### src/cbm_pkg.sv
// Shared types, codes and helpers for the console bus mapper.
`timescale 1ns / 1ps

package cbm_pkg;

    typedef enum logic [1:0] {
        OP_MEM_READ   = 2'd0,
        OP_MEM_WRITE  = 2'd1,
        OP_PORT_READ  = 2'd2,
        OP_PORT_WRITE = 2'd3
    } op_t;

    typedef enum logic [2:0] {
        TGT_NONE    = 3'd0,
        TGT_LOCAL   = 3'd1,
        TGT_BOOTROM = 3'd2,
        TGT_RAM     = 3'd3,
        TGT_CART    = 3'd4,
        TGT_VIDEO   = 3'd5,
        TGT_TONE    = 3'd6,
        TGT_SOUND   = 3'd7
    } target_t;

    typedef enum logic [2:0] {
        SER_NONE      = 3'd0,
        SER_CLK_LOW   = 3'd1,
        SER_CLK_HIGH  = 3'd2,
        SER_DATA_LOW  = 3'd3,
        SER_DATA_HIGH = 3'd4
    } serial_t;

    typedef enum logic [1:0] {
        CART_FLAT   = 2'd0,
        CART_MEGA   = 2'd1,
        CART_EEPROM = 2'd2,
        CART_RSVD   = 2'd3
    } cart_mode_t;

    // Configuration register indexes
    localparam logic CFG_CART_MODE = 1'b0;
    localparam logic CFG_LAST_BANK = 1'b1;

    // Device register codes
    localparam logic [1:0] DEV_NONE      = 2'd0;
    localparam logic [1:0] DEV_SND_LATCH = 2'd0;
    localparam logic [1:0] DEV_SND_WRITE = 2'd1;
    localparam logic [1:0] DEV_SND_READ  = 2'd2;

    // Port numbers and groups (port[7:5])
    localparam logic [7:0] PORT_SND_LATCH = 8'h50;
    localparam logic [7:0] PORT_SND_WRITE = 8'h51;
    localparam logic [7:0] PORT_SND_READ  = 8'h52;
    localparam logic [7:0] PORT_EXP_RAM   = 8'h53;
    localparam logic [2:0] GRP_SOUND      = 3'b010;
    localparam logic [2:0] GRP_BOOT       = 3'b011;
    localparam logic [2:0] GRP_KEYPAD_SEL = 3'b100;
    localparam logic [2:0] GRP_VIDEO      = 3'b101;
    localparam logic [2:0] GRP_JOY_SEL    = 3'b110;
    localparam logic [2:0] GRP_CTRL       = 3'b111;

    // Memory map
    localparam logic [15:0] ADDR_BOOT_END  = 16'h1fff;
    localparam logic [15:0] ADDR_EXP_LO    = 16'h2000;
    localparam logic [15:0] ADDR_EXP_END   = 16'h5fff;
    localparam logic [15:0] ADDR_RAM_LO    = 16'h6000;
    localparam logic [15:0] ADDR_RAM_END   = 16'h7fff;
    localparam logic [15:0] ADDR_SDA_READ  = 16'hff80;
    localparam logic [15:0] ADDR_BANK_1    = 16'hff90;
    localparam logic [15:0] ADDR_BANK_2    = 16'hffa0;
    localparam logic [15:0] ADDR_BANK_3    = 16'hffb0;
    localparam logic [15:0] ADDR_SCL_LOW   = 16'hffc0;
    localparam logic [15:0] ADDR_SCL_HIGH  = 16'hffd0;
    localparam logic [15:0] ADDR_SDA_LOW   = 16'hffe0;
    localparam logic [15:0] ADDR_SDA_HIGH  = 16'hfff0;
    localparam logic [15:0] ADDR_MEGA_LO   = 16'hffc0;
    localparam logic [19:0] RAM_MIRROR_BASE = 20'h06000;

    localparam logic [7:0] OPEN_BUS = 8'hff;
    localparam logic [6:0] JOY_MASK = 7'h7f;

    // Keypad column code cleared by each key, keys 0..11
    localparam logic [3:0] KEY_CODE [12] = '{
        4'h0a, 4'h0d, 4'h07, 4'h0c, 4'h02, 4'h03,
        4'h0e, 4'h05, 4'h01, 4'h0b, 4'h06, 4'h09
    };

    typedef struct packed {
        op_t         operation;
        logic [15:0] address;
        logic [7:0]  write_value;
        logic        sda_level;
        logic [7:0]  joystick_one;
        logic [7:0]  joystick_two;
        logic [15:0] keypad_one;
        logic [15:0] keypad_two;
    } req_t;

    typedef struct packed {
        target_t     target;
        logic [19:0] offset;
        logic [1:0]  device_register;
        logic        write_enable;
        logic [7:0]  local_data;
        serial_t     serial_action;
    } rsp_t;

    // Active-low keypad to controller byte: bit 6 second button, bits 5:4 set
    function automatic logic [7:0] keypad_byte(input logic [15:0] keys);
        logic [3:0] code;
        code = 4'hf;
        for (int i = 0; i < 12; i++) begin
            if (!keys[i]) begin
                code = code & KEY_CODE[i];
            end
        end
        return {1'b0, keys[14], 2'b11, code};
    endfunction

endpackage

### src/console_bus_mapper.sv
// Top level of the console bus mapper: address decode, bank switching and port control.
`timescale 1ns / 1ps

// Channel   Direction  Handshake              Payload
// req       in         req_valid / req_ready  req_t: one CPU bus access
// rsp       out        rsp_valid / rsp_ready  rsp_t: target, offset and local data
// cfg       in         cfg_valid / cfg_ready  cfg_index, cfg_data: mode registers
//
// Each access is captured in the request register and then decoded into the
// response register; one access per cycle is sustained while the response side
// does not stall, limited only by the single decode stage.
// Reset clears both valid flags, the mode bits (boot ROM on) and the upper bank.
// A stalled response holds the decode stage; the request side keeps taking a
// transfer whenever the request register empties in the same cycle.
module console_bus_mapper
    import cbm_pkg::*;
#(
    parameter int CART_BANKS = 64
)
(
    input  logic       clk,
    input  logic       rst_n,

    input  logic       req_valid,
    output logic       req_ready,
    input  req_t       req,

    output logic       rsp_valid,
    input  logic       rsp_ready,
    output rsp_t       rsp,

    input  logic       cfg_valid,
    output logic       cfg_ready,
    input  logic       cfg_index,
    input  logic [5:0] cfg_data
);

    localparam int LAST_MAX = CART_BANKS - 1;

    // Pipeline registers
    logic       req_valid_reg;
    req_t       req_reg;
    logic       rsp_valid_reg;
    rsp_t       rsp_reg;
    rsp_t       rsp_next;

    // Configuration and mapper state
    cart_mode_t cart_mode_reg;
    logic [5:0] last_bank_reg;
    logic       boot_rom_on_reg;
    logic       boot_rom_on_next;
    logic       expansion_ram_on_reg;
    logic       expansion_ram_on_next;
    logic       joystick_mode_reg;
    logic       joystick_mode_next;
    logic [5:0] upper_bank_reg;
    logic [5:0] upper_bank_next;

    logic       advance;
    logic [5:0] last_bank_eff;
    logic       eep;
    logic       mega;
    logic       banked;
    logic [5:0] bank_sel;
    logic [7:0] port;
    logic [15:0] addr;

    // Move the decoded access forward whenever the response slot is free
    assign advance   = req_valid_reg && (!rsp_valid_reg || rsp_ready);
    assign req_ready = !req_valid_reg || advance;
    assign rsp_valid = rsp_valid_reg;
    assign rsp       = rsp_reg;
    assign cfg_ready = 1'b1;

    // Saturate the last bank to what the cartridge store can hold
    assign last_bank_eff = (int'(last_bank_reg) > LAST_MAX) ? 6'(LAST_MAX) : last_bank_reg;

    assign eep    = (cart_mode_reg == CART_EEPROM);
    assign mega   = (cart_mode_reg == CART_MEGA);
    assign banked = eep || mega;
    assign addr   = req_reg.address;
    assign port   = req_reg.address[7:0];

    always_comb
    begin
        rsp_next                 = '0;
        rsp_next.target          = TGT_NONE;
        rsp_next.device_register = DEV_NONE;
        rsp_next.local_data      = OPEN_BUS;
        rsp_next.serial_action   = SER_NONE;
        boot_rom_on_next         = boot_rom_on_reg;
        expansion_ram_on_next    = expansion_ram_on_reg;
        joystick_mode_next       = joystick_mode_reg;
        upper_bank_next          = upper_bank_reg;
        bank_sel                 = upper_bank_reg;

        case (req_reg.operation)
            OP_MEM_READ, OP_MEM_WRITE:
            begin
                if (addr <= ADDR_BOOT_END) begin
                    if (boot_rom_on_reg) begin
                        if (req_reg.operation == OP_MEM_READ) begin
                            rsp_next.target = TGT_BOOTROM;
                            rsp_next.offset = 20'(addr);
                        end
                    end else begin
                        rsp_next.target       = TGT_RAM;
                        rsp_next.offset       = 20'(addr);
                        rsp_next.write_enable = (req_reg.operation == OP_MEM_WRITE);
                    end
                end else if (addr inside {[ADDR_EXP_LO:ADDR_EXP_END]}) begin
                    if (expansion_ram_on_reg) begin
                        rsp_next.target       = TGT_RAM;
                        rsp_next.offset       = 20'(addr);
                        rsp_next.write_enable = (req_reg.operation == OP_MEM_WRITE);
                    end
                end else if (addr inside {[ADDR_RAM_LO:ADDR_RAM_END]}) begin
                    // Without expansion RAM the 1 KiB RAM mirrors across this window
                    rsp_next.target       = TGT_RAM;
                    rsp_next.write_enable = (req_reg.operation == OP_MEM_WRITE);
                    rsp_next.offset       = expansion_ram_on_reg ? 20'(addr)
                                          : (RAM_MIRROR_BASE | 20'(addr[9:0]));
                end else if (req_reg.operation == OP_MEM_WRITE) begin
                    // Cartridge is never written; EEPROM boards decode control strobes
                    if (eep) begin
                        if (addr == ADDR_BANK_1 || addr == ADDR_BANK_2
                            || addr == ADDR_BANK_3) begin
                            upper_bank_next = {4'b0, addr[5:4]} & last_bank_eff;
                        end else if (addr == ADDR_SCL_LOW) begin
                            rsp_next.serial_action = SER_CLK_LOW;
                        end else if (addr == ADDR_SCL_HIGH) begin
                            rsp_next.serial_action = SER_CLK_HIGH;
                        end else if (addr == ADDR_SDA_LOW) begin
                            rsp_next.serial_action = SER_DATA_LOW;
                        end else if (addr == ADDR_SDA_HIGH) begin
                            rsp_next.serial_action = SER_DATA_HIGH;
                        end
                    end
                end else if (eep && addr == ADDR_SDA_READ) begin
                    rsp_next.target     = TGT_LOCAL;
                    rsp_next.local_data = {7'b0, req_reg.sda_level};
                end else begin
                    // Mega boards switch the upper bank on a read of the top 64 bytes
                    if (mega && addr >= ADDR_MEGA_LO) begin
                        bank_sel        = last_bank_eff - (~addr[5:0] & last_bank_eff);
                        upper_bank_next = bank_sel;
                    end
                    rsp_next.target = TGT_CART;
                    if (!banked) begin
                        rsp_next.offset = 20'(addr[14:0]);
                    end else if (addr[15:14] == 2'b11) begin
                        rsp_next.offset = {bank_sel, addr[13:0]};
                    end else begin
                        rsp_next.offset = {(eep ? 6'b0 : last_bank_eff), addr[13:0]};
                    end
                end
            end

            OP_PORT_READ:
            begin
                case (port[7:5])
                    GRP_SOUND:
                    begin
                        if (port == PORT_SND_READ) begin
                            rsp_next.target          = TGT_SOUND;
                            rsp_next.device_register = DEV_SND_READ;
                        end
                    end
                    GRP_VIDEO:
                    begin
                        rsp_next.target          = TGT_VIDEO;
                        rsp_next.device_register = {1'b0, port[0]};
                    end
                    GRP_CTRL:
                    begin
                        rsp_next.target = TGT_LOCAL;
                        if (joystick_mode_reg) begin
                            rsp_next.local_data = {1'b0, (port[1] ? req_reg.joystick_two[6:0]
                                                          : req_reg.joystick_one[6:0]) & JOY_MASK};
                        end else begin
                            rsp_next.local_data = keypad_byte(port[1] ? req_reg.keypad_two
                                                              : req_reg.keypad_one);
                        end
                    end
                    default:
                    begin
                        rsp_next.target = TGT_NONE;
                    end
                endcase
            end

            OP_PORT_WRITE:
            begin
                case (port[7:5])
                    GRP_SOUND:
                    begin
                        if (port == PORT_SND_LATCH) begin
                            rsp_next.target          = TGT_SOUND;
                            rsp_next.device_register = DEV_SND_LATCH;
                            rsp_next.write_enable    = 1'b1;
                        end else if (port == PORT_SND_WRITE) begin
                            rsp_next.target          = TGT_SOUND;
                            rsp_next.device_register = DEV_SND_WRITE;
                            rsp_next.write_enable    = 1'b1;
                        end else if (port == PORT_EXP_RAM) begin
                            expansion_ram_on_next = req_reg.write_value[0];
                        end
                    end
                    GRP_BOOT:
                    begin
                        boot_rom_on_next = req_reg.write_value[1];
                    end
                    GRP_KEYPAD_SEL, GRP_JOY_SEL:
                    begin
                        joystick_mode_next = port[6];
                    end
                    GRP_VIDEO:
                    begin
                        rsp_next.target          = TGT_VIDEO;
                        rsp_next.device_register = {1'b0, port[0]};
                        rsp_next.write_enable    = 1'b1;
                    end
                    GRP_CTRL:
                    begin
                        rsp_next.target       = TGT_TONE;
                        rsp_next.write_enable = 1'b1;
                    end
                    default:
                    begin
                        rsp_next.target = TGT_NONE;
                    end
                endcase
            end

            default:
            begin
                rsp_next.target = TGT_NONE;
            end
        endcase
    end

    // Control state: valid flags, modes, bank and configuration
    always_ff @(posedge clk or negedge rst_n)
    begin
        if (!rst_n) begin
            req_valid_reg        <= 1'b0;
            rsp_valid_reg        <= 1'b0;
            boot_rom_on_reg      <= 1'b1;
            expansion_ram_on_reg <= 1'b0;
            joystick_mode_reg    <= 1'b0;
            upper_bank_reg       <= '0;
            cart_mode_reg        <= CART_FLAT;
            last_bank_reg        <= '0;
        end else begin
            if (req_ready) begin
                req_valid_reg <= req_valid;
            end
            if (advance) begin
                rsp_valid_reg        <= 1'b1;
                boot_rom_on_reg      <= boot_rom_on_next;
                expansion_ram_on_reg <= expansion_ram_on_next;
                joystick_mode_reg    <= joystick_mode_next;
                upper_bank_reg       <= upper_bank_next;
            end else if (rsp_ready) begin
                rsp_valid_reg <= 1'b0;
            end
            if (cfg_valid) begin
                case (cfg_index)
                    CFG_CART_MODE: cart_mode_reg <= cart_mode_t'(cfg_data[1:0]);
                    CFG_LAST_BANK: last_bank_reg <= cfg_data;
                    default:       last_bank_reg <= last_bank_reg;
                endcase
            end
        end
    end

    // Payload registers: load on transfer, hold otherwise
    always_ff @(posedge clk)
    begin
        if (req_valid && req_ready) begin
            req_reg <= req;
        end
        if (advance) begin
            rsp_reg <= rsp_next;
        end
    end

endmodule

### config.mk
export PLATFORM = sky130hd
export DESIGN_NAME = console_bus_mapper
export DESIGN_NICKNAME = d
export VERILOG_FILES = /design/src/cbm_pkg.sv /design/src/console_bus_mapper.sv
export SDC_FILE = /design/constraint.sdc
export NUM_CORES = 1
export LEC_CHECK = 0
export BUFFER_PORTS_ARGS = -buffer_cell sky130_fd_sc_hd__buf_4
export CORE_AREA = 5 5 103 105
export CTS_CLUSTER_SIZE = 12
export DETAILED_ROUTE_END_ITERATION = 16
export DIE_AREA = 0 0 108 110
export GPL_ROUTABILITY_DRIVEN = 0
export PLACE_DENSITY = 0.88
export SLEW_MARGIN = 20
export SYNTH_ARGS = -nofsm -noshare
export SYNTH_HDL_FRONTEND = slang
export SYNTH_SLANG_ARGS = --single-unit
### constraint.sdc
create_clock -name clk -period 2.61 [get_ports clk]
set_input_delay 0.3915 -clock clk [delete_from_list [all_inputs] [get_ports clk]]
set_output_delay 0.3915 -clock clk [all_outputs]
set_load 0.005 [all_outputs]
Word-level counts from Yosys, hierarchy flattened:

Cells that the tools add are included.

* bits of input ports: 87
* register bits after elaboration: 121

* reductions and logical operators: 27
* equal/unequal tests: 27
* $add $sub $neg: 1
* bitwise logic cells: 12
* magnitude comparators: 6
* mux-type cells: 68

Operators by type and width (count)
* 16-bit equality test (second input constant): 8
* 23-bit 2-to-1 mux: 5
* 20-bit 2-to-1 mux: 3
* 22-bit 2-to-1 mux: 2
* 3-bit 2-to-1 mux: 14
* 6-bit 2-to-1 mux: 6
* 11-bit 2-to-1 mux: 3
* 8-bit by 7-bit equality test with 1-bit output (second input constant): 4
* 16-bit by 15-bit less-or-equal comparator with 1-bit output (second input constant): 2
* 3-bit one-hot mux with 3 select lines: 3
* 4-bit 2-to-1 mux: 6
* 8-bit 2-to-1 mux: 3
* 16-bit by 14-bit greater-or-equal comparator with 1-bit output (second input constant): 1
* 16-bit by 15-bit greater-or-equal comparator with 1-bit output (second input constant): 1
* 16-bit greater-or-equal comparator (second input constant): 1
* 16-bit by 13-bit less-or-equal comparator with 1-bit output (second input constant): 1
* 16-bit 2-to-1 mux: 1
* 8-bit one-hot mux with 2 select lines: 1
* 15-bit 2-to-1 mux: 1
* 7-bit 2-to-1 mux: 2
* 3-bit equality test (second input constant): 4
* 2-bit 2-to-1 mux: 5
* 10-bit OR reduction: 1
* 1-bit NOT: 9
* other kinds (24): 54

Longest topological paths before layout:

Gate-level depths: netlist of run 1.

* word-level depth: 16
* depth in mapped cells: 8

Worst setup path after synthesis of run 1:

OpenSTA, ideal clock, no wires.

* path kind: in2reg
* start: input port rsp_ready
* end: register req_reg (netlist bit addr[0]) (enable)
* buffers on the path: 0
* setup slack: 0.180 ns
* setup time: 0.426 ns
* arrival: 2.004 ns
* stages on the path: 2
* required time: 2.184 ns
* cell sequence: nand3b_1 and2_1

* cells in the longest elaborated chain, start to end: 4

Ends and longest elaborated chain
* start, declared: line console_bus_mapper.sv:29 `input logic rsp_ready,`
* 1-bit logical OR: line console_bus_mapper.sv:69 `assign advance = req_valid_reg && (!rsp_valid_reg || rsp_ready);`
* 1-bit logical AND: line console_bus_mapper.sv:69
* 1-bit logical OR: line console_bus_mapper.sv:70 `assign req_ready = !req_valid_reg || advance;`
* 1-bit logical AND: line console_bus_mapper.sv:280 `if (req_valid && req_ready) begin`
* end signal, assigned: line console_bus_mapper.sv:281 `req_reg <= req;`
* end, declared: line console_bus_mapper.sv:42 `req_t req_reg;`

Every way passes these cells.
A chain may end at the register's enable or synchronous reset.

==> metrics.yaml, run 1 <==
diodes: 0
synth_common_cells: "edfxtp_1, nand2_1, nor2_1"
status: "complete, no violations"
rows: 36
p_int_mw: 4.135
cts_buffers: 17
maxSlewViolCount: 0
grt_pass1_vias: 3524
dieArea_um2: 11880
wl_per_cell_um: 18.13
via_count: 3459
hold_path.class: "input port to flip-flop"
ant_nets: 0
path_cells: "inv_1 -> ha_1 -> nor3b_1 -> and4bb_2 -> and4_1 -> a22oi_1"
synth_area_per_cell_um2: 13.97
viasPerCell: 5.543
skew_ps: 12.76
hold_violations: 0
yosysSeqAreaShare: 0.6895
syn_to_final_growth_pct: 32.85
final_nets: 569
drtIter0Drc: 310
peakVddDrop_v: 0.0005653
pin_count: 127
synth.top_cell.area_share: 0.5933
reg2reg_depth: 6
post_cts_buffers: 0
drcViolationCount: 0
drt-total-wl_um: 11310
syn_inst: 355
slew_headroom: 0.5690
setup-violations-final: 0
yosys-top-cells-area: "edfxtp_1, dfrtp_1, mux2_2"
setup_tns_ps: 0
drive_above_1_share: 0.3544
critPathRequiredTime_ps: 2840
post_cts_resize_count: 0
synth_ff_type: "edfxtp_1"
fin_crit_ps: 2377
r2r-start: "cart_mode_reg[0]"
coreArea_um2: 9549
cp.arrival_ps: 2610
yosysMostFrequentCell: "edfxtp_1"
holdPathStages: 1
hold_start: "req[65]"
fmax_mhz: 420.7
dieHeight_um: 110
rsz0062_at_grt: "no"
cts_tree: "yes"
holdWs_ps: 59.93
syn_area_um2: 4960
dpl.hpwl_um: 7858
seqPwrFrac: 0.436
maxCapViolations: 0
largest_reg_flops: 45
htree_levels: 4
reg2reg_to: "rsp[3]"
overflow: 0
clock_sinks: 117
clk_pin_slew_worst_paths_ps: 50
crit_type: "flip-flop to flip-flop"
endpoint_kind: "flip-flop"
crit_slowest_cell: "and4_1"
period_share: 0.9107
clock_path_buffers: 2
dp.cells: 591
pwr-share-clk: 0.481
tightest_slew_ps: 646.5
track_usage: 0.1991
power_density_nw_per_um2: 792.5
holdPathEnd: "addr[8]"
worst-path-buf-inv: 1
antenna_found_initial: 0
io_buffer_count: 111
instances_no_fill: 624
dr.pass1.iters: 5
preCtsSetupSlack_ps: 360.0
grt_max_degree: 62
fp.dieW_um: 108
insertion_delay_ps: 510
combPwrFrac: 0.083
worstSetupStartpointType: "flip-flop"
reg2reg_setup_slack_ps: 230
postLayoutCoreUtil: 0.6900
p_leak_nw: 2.591
crit_family: "simple AND/OR/NAND/NOR gates"
critPathMaxStageDelay_ps: 460
sw_frac_of_total: 0.2082
yosysWarnings: 0
async_reset_ff_frac: 0.1624
synth-seq-cells: 117
initial_utilization: 0.5194
grt_pass1_wl_um: 17730
fin_ws_ps: 233.2
synth.distinct_cells: 57
yosysTopAreaCell: "edfxtp_1"
p_sw_mw: 1.087
synth-edff-count: 98
crit_path_start: "cart_mode_reg[0]"
cp_max_fo: 8
root_buffer: "clkbuf_8"
## logic make-up after synthesis
group / Yosys count / share of synthesized area
buf+inv: 23 / 0.02396
flops: 117 / 0.6895
xor+xnor: 2 / 0.003532
fa+ha+maj: 4 / 0.01009
mux: 21 / 0.04944
other cells: 2 / 0.001514
simple gates: 126 / 0.1453
compound gates: 60 / 0.07669
## power by group through the flow
stage / logic (mW) / registers, mW / clock network, mW
after floorplan: 0.232 / 2.27 / 0
after global placement: 0.410 / 2.30 / 0
after detailed placement: 0.426 / 2.31 / 0
after CTS: 0.435 / 2.28 / 2.54
after global routing: 0.471 / 2.29 / 2.64
final: 0.433 / 2.28 / 2.51
## worst max-delay path by stage
stage                     endpoint  slack, ps  depth (start not counted)
after floorplan            addr[0]        180                          2
after global placement      rsp[3]        420                          6
after detailed placement    rsp[3]        360                          6
after CTS                   rsp[3]        270                          6
after global routing        rsp[3]        130                          6
final                       rsp[3]        230                          6
## cells in the final DEF (no fill, tap or decap), types with 4 or more instances in the layout
| cell | n |
|---|---|
| buf_4 | 115 |
| nand2_1 | 24 |
| nor2b_1 | 7 |
| clkbuf_16 | 16 |
| nand2b_1 | 6 |
| o2bb2ai_1 | 4 |
| mux2i_1 | 5 |
| edfxtp_1 | 98 |
| inv_1 | 9 |
| nand3_1 | 18 |
| o21ai_0 | 15 |
| mux2_2 | 14 |
| a22oi_1 | 4 |
| nor2_1 | 20 |
| nand3b_1 | 6 |
| dfrtp_1 | 18 |
| nand4_1 | 7 |
| bufinv_16 | 6 |
| and2_1 | 14 |
| a21oi_1 | 18 |
| ha_1 | 4 |
## area by class of cell
type	instances	area, µm²
flip-flops and latches	117	3420
fillers	671	2960
multi-input cells	216	1426
repair buffers	117	893.4
clock buffers	17	414.1
clock inverters	15	235.2
well taps	133	166.4
inverters	9	33.78
## stage by stage
stage	cell area (µm²)	total power [mW]
after floorplan	4964	2.505
after global placement	5929	2.714
after detailed placement	5929	2.738
after CTS	6589	5.251
after global routing	6589	5.402
final	6589	5.222
## what timing repair did
item / in CTS / in global routing
endpoints found under the hold margin: 18 / 0
hold buffers: 1 / 0
setup endpoints to repair: 0 / 0
## metal layers
| metal | routed length, µm | vias to the layer above | global-route usage |
|---|---|---|---|
| met1 | 4293 | 1650 | 0.2388 |
| met3 | 960 | 30 | 0.05416 |
| met2 | 5773 | 200 | 0.3353 |
| li1 | - | 1579 | - |
| met5 | 0 | - | 0 |
| met4 | 286 | 0 | 0.09558 |
(Power assumes the default switching activity.)
==> run 2: changes to the inputs <==
--- a/config.mk
+++ b/config.mk
@@ -6,12 +6,13 @@
 export NUM_CORES = 1
 export LEC_CHECK = 0
 export BUFFER_PORTS_ARGS = -buffer_cell sky130_fd_sc_hd__buf_4
-export CORE_AREA = 5 5 103 105
+export CORE_AREA = 5 5 100 102
 export CTS_CLUSTER_SIZE = 12
 export DETAILED_ROUTE_END_ITERATION = 16
-export DIE_AREA = 0 0 108 110
+export DIE_AREA = 0 0 105 107
 export GPL_ROUTABILITY_DRIVEN = 0
-export PLACE_DENSITY = 0.88
+export MAX_ROUTING_LAYER = met4
+export PLACE_DENSITY = 0.92
 export SLEW_MARGIN = 20
 export SYNTH_ARGS = -nofsm -noshare
 export SYNTH_HDL_FRONTEND = slang
==> constraint.sdc (replaced) <==
create_clock -name clk -period 2.8 [get_ports clk]
set_input_delay 0.42 -clock clk [delete_from_list [all_inputs] [get_ports clk]]
set_output_delay 0.42 -clock clk [all_outputs]
set_load 0.005 [all_outputs]
==> metrics.yaml, run 2 (synthesis results as in run 1) <==
peakVddDrop_v: 0.0005633
insertion_delay_ps: 520
design_area_um2: 6464
grt_pass1_wl_um: 19850
skew_ps: 6.814
hold_path.class: "input port to flip-flop"
setup-violations-final: 0
fin_crit_ps: 2473
io_buffer_count: 111
most-common-layout-cells: "buf_4, edfxtp_1, nand2_1"
clock_sinks: 117
p_leak_nw: 2.554
largest_reg_flops: 45
period_share: 0.8832
rows: 35
drcViolationCount: 0
status: "complete, no violations"
sw_frac_of_total: 0.2217
fp.dieW_um: 105
viasPerCell: 6.048
worstSetupStartpointType: "flip-flop"
initial_utilization: 0.5498
via_count: 3635
pin_count: 127
wl_per_cell_um: 20.82
crit_type: "flip-flop to flip-flop"
dieArea_um2: 11240
cp.arrival_ps: 2710
dieHeight_um: 107
layout_commonest_cell: "buf_4"
endpoint_kind: "flip-flop"
critPathRequiredTime_ps: 3040
combPwrFrac: 0.087
cts_tree: "yes"
instances_no_fill: 601
rsz0062_at_grt: "no"
drtIter0Drc: 459
hold_violations: 0
diodes: 0
clk_pin_slew_worst_paths_ps: 60
placed_cell_area_um2: 5882
p_sw_mw: 1.027
cp_max_fo: 8
dr.pass1.iters: 7
clock_path_buffers: 2
grt_pass1_vias: 3755
pwr-share-clk: 0.452
seqPwrFrac: 0.460
drive_above_1_share: 0.3510
final_nets: 568
maxCapViolations: 0
cts_buffers: 17
finalPower_mw: 4.630
track_usage: 0.2370
drt-total-wl_um: 12510
overflow: 0
post_cts_buffers: 0
dp.cells: 568
syn_to_final_growth_pct: 30.32
ant_nets: 0
root_buffer: "clkbuf_8"
p_int_mw: 3.604
grt_max_degree: 38
power_density_nw_per_um2: 716.4
setup_tns_ps: 0
coreArea_um2: 9021
htree_levels: 4
slew_headroom: 0.5011
maxSlewViolCount: 0
antenna_found_initial: 0
dpl.hpwl_um: 8161
tightest_slew_ps: 748.4
fmax_mhz: 404.4
[run 2: changes by cell type in the layout (fill, tap and decap cells not counted), sizes merged]
cell	delta
bufinv	-3
clkinvlp	-1
buf	-1
clkbuf	+4
[run 2: critical path: stages, from the launching register on]
cell and delay (ps):
dfrtp_1 370, inv_1 80, ha_1 300, nor3b_1 410, and4bb_2 370, and4_1 470
a22oi_1 190
[run 2: what timing repair did]
| action | 4_1_cts | 5_1_grt |
|---|---|---|
| endpoints found under the hold margin | 18 | 0 |
| gates resized for setup | 0 | 0 |
| hold buffers | 1 | 0 |
[run 2: final cells by class]
cell class / count / area (µm²)
sequential: 117 / 3420
fill: 587 / 2557
multi-input combinational: 216 / 1426
timing repair buffer: 116 / 873.3
clock buffer: 21 / 439.2
tap: 111 / 138.9
clock inverter: 11 / 132.6
inverter: 9 / 33.78
[run 2: power groups by stage]
stage               clock network [mW]  registers, mW  logic [mW]
CTS                               2.10           2.13       0.403
global placement                     0           2.15       0.374
detailed placement                   0           2.16       0.391
finish                            2.09           2.13       0.405
floorplan                            0           2.12       0.216
global route                      2.19           2.14       0.442
[run 2: per-stage QoR]
step,utilization,setup slack [ps],hold slack (ps)
floorplan,-,341.6,124.4
global placement,0.6520,622.5,309.8
detailed placement,0.6520,472.8,314.2
CTS,0.7165,386.9,63.80
global route,0.7165,179.3,59.12
finish,0.7165,327.1,78.69
[run 2: layer usage]
metal | global-route usage | wire (µm) | up-vias
met5 | - | 0 | -
met3 | 0.06081 | 1109 | 55
li1 | - | - | 1587
met2 | 0.3876 | 6320 | 258
met1 | 0.2796 | 4646 | 1735
met4 | 0.1023 | 437 | 0
[run 2: final timing paths]
path	startpoint	endpoint	slack (ps)	cells past startpoint
max in group asynchronous	rst_n	boot_rom_on_reg	2180	2
min	req[49]	req_reg[49]	80	1
max	cart_mode_reg[0]	rsp[3]	330	6
min in group asynchronous	rst_n	upper_bank_reg[2]	340	2
min reg2reg	req_reg[49]	expansion_ram_on_reg	490	1
max reg2reg	cart_mode_reg[0]	rsp[3]	330	6
==> run 3: changes to the inputs <==
==> constraint.sdc (replaced) <==
create_clock -name clk -period 3.1 [get_ports clk]
set_input_delay 0.465 -clock clk [delete_from_list [all_inputs] [get_ports clk]]
set_output_delay 0.465 -clock clk [all_outputs]
set_load 0.005 [all_outputs]
==> metrics.yaml, run 3 (synthesis results as in run 1) <==
drive_above_1_share: 0.3436
grt_max_degree: 38
slew_headroom: 0.5378
power_density_nw_per_um2: 615.6
post_cts_buffers: 0
most-common-layout-cells: "buf_4, edfxtp_1, nand2_1"
clk_pin_slew_worst_paths_ps: 50
cts_tree: "yes"
root_buffer: "clkbuf_8"
ant_nets: 0
postLayoutCoreUtil: 0.7104
period_share: 0.7411
tightest_slew_ps: 693.3
initial_utilization: 0.5498
grt_pass1_wl_um: 18440
drtIter0Drc: 393
layout_commonest_cell: "buf_4"
hold_violations: 0
htree_levels: 4
clock_path_buffers: 2
rows: 35
cp_max_fo: 8
post_cts_resize_count: 0
setup-violations-final: 0
diodes: 0
cts_buffers: 17
critPathRequiredTime_ps: 3340
dieArea_um2: 11240
crit_type: "flip-flop to flip-flop"
dr.pass1.iters: 8
overflow: 0
track_usage: 0.2219
syn_to_final_growth_pct: 29.21
p_leak_nw: 2.519
hold_path.class: "input port to flip-flop"
final_nets: 567
dieHeight_um: 107
viasPerCell: 5.787
dpl.hpwl_um: 8161
fin_crit_ps: 2297
fmax_mhz: 435.3
peakVddDrop_v: 0.0004330
rsz0062_at_grt: "no"
endpoint_kind: "flip-flop"
insertion_delay_ps: 510
io_buffer_count: 111
maxSlewViolCount: 0
drt-total-wl_um: 11480
drcViolationCount: 0
pin_count: 127
status: "complete, no violations"
maxCapViolations: 0
via_count: 3472
antenna_found_initial: 0
wl_per_cell_um: 19.13
coreArea_um2: 9021
holdWs_ps: 132.1
worstSetupStartpointType: "flip-flop"
fillCellCount: 594
skew_ps: 9.218
cp.arrival_ps: 2540
setup_tns_ps: 0
clock_sinks: 117
grt_pass1_vias: 3668
largest_reg_flops: 45
fp.dieW_um: 105
[run 3: cell types whose count changed in the layout (fill, tap and decap cells not counted), moves of 2 or more]
cell / change
buf_4: -2
bufinv_16: -2
clkbuf_1: -2
clkinv_1: +5
[run 3: through the flow]
step	power [mW]	cell area, µm²	cells	setup WS, ps
finish	3.945	6409	600	802.6
CTS	3.962	6409	600	829.7
floorplan	2.109	4964	356	596.6
global placement	2.281	5887	567	932.7
global route	4.094	6409	600	646.3
detailed placement	2.307	5887	567	848.4
[run 3: layout make-up]
cell class                      count  area, µm²  share of cell area
Multi-Input combinational cell    216       1426              0.2226
Sequential cell                   117       3420              0.5336
Inverter                            9      33.78            0.005271
Clock inverter                     14      93.84             0.01464
Clock buffer                       18      417.9             0.06521
Tap cell                          111      138.9             0.02167
Timing Repair Buffer              115      878.3              0.1371
[run 3: power by group]
group / total (mW) / switching, mW / internal, mW
Combinational: 0.362 / 0.179 / 0.184
Sequential: 1.92 / 0.0816 / 1.84
Clock: 1.66 / 0.628 / 1.03
[run 3: path summary, 6_finish.rpt]
path                                        from                   end  slack [ps]  cells past startpoint
worst min-delay path                     req[61]               addr[4]         130                      1
min in group asynchronous                  rst_n     upper_bank_reg[2]         370                      2
worst max register to register  cart_mode_reg[0]                rsp[3]         800                      6
max in group asynchronous                  rst_n       boot_rom_on_reg        2450                      2
worst min register to register       req_reg[49]  expansion_ram_on_reg         490                      1
worst max-delay path            cart_mode_reg[0]                rsp[3]         800                      6
[run 3: worst max-delay path: stages, from the launching register on]
cell	delay, ps
dfrtp_1	380
inv_1	80
ha_1	300
nor3b_1	320
and4bb_2	350
and4_1	450
a22oi_1	150
[run 3: timing repair]
item | in CTS | in global routing
hold endpoints to repair | 18 | 0
hold buffers | 1 | 0
setup endpoints to repair | 0 | 0
[run 3: per-layer routing]
| metal | part of all wire | global-route usage |
|---|---|---|
| met4 | 0.040 | 0.1233 |
| met5 | 0 | - |
| met3 | 0.084 | 0.06863 |
| met2 | 0.51 | 0.3480 |
| met1 | 0.37 | 0.2552 |
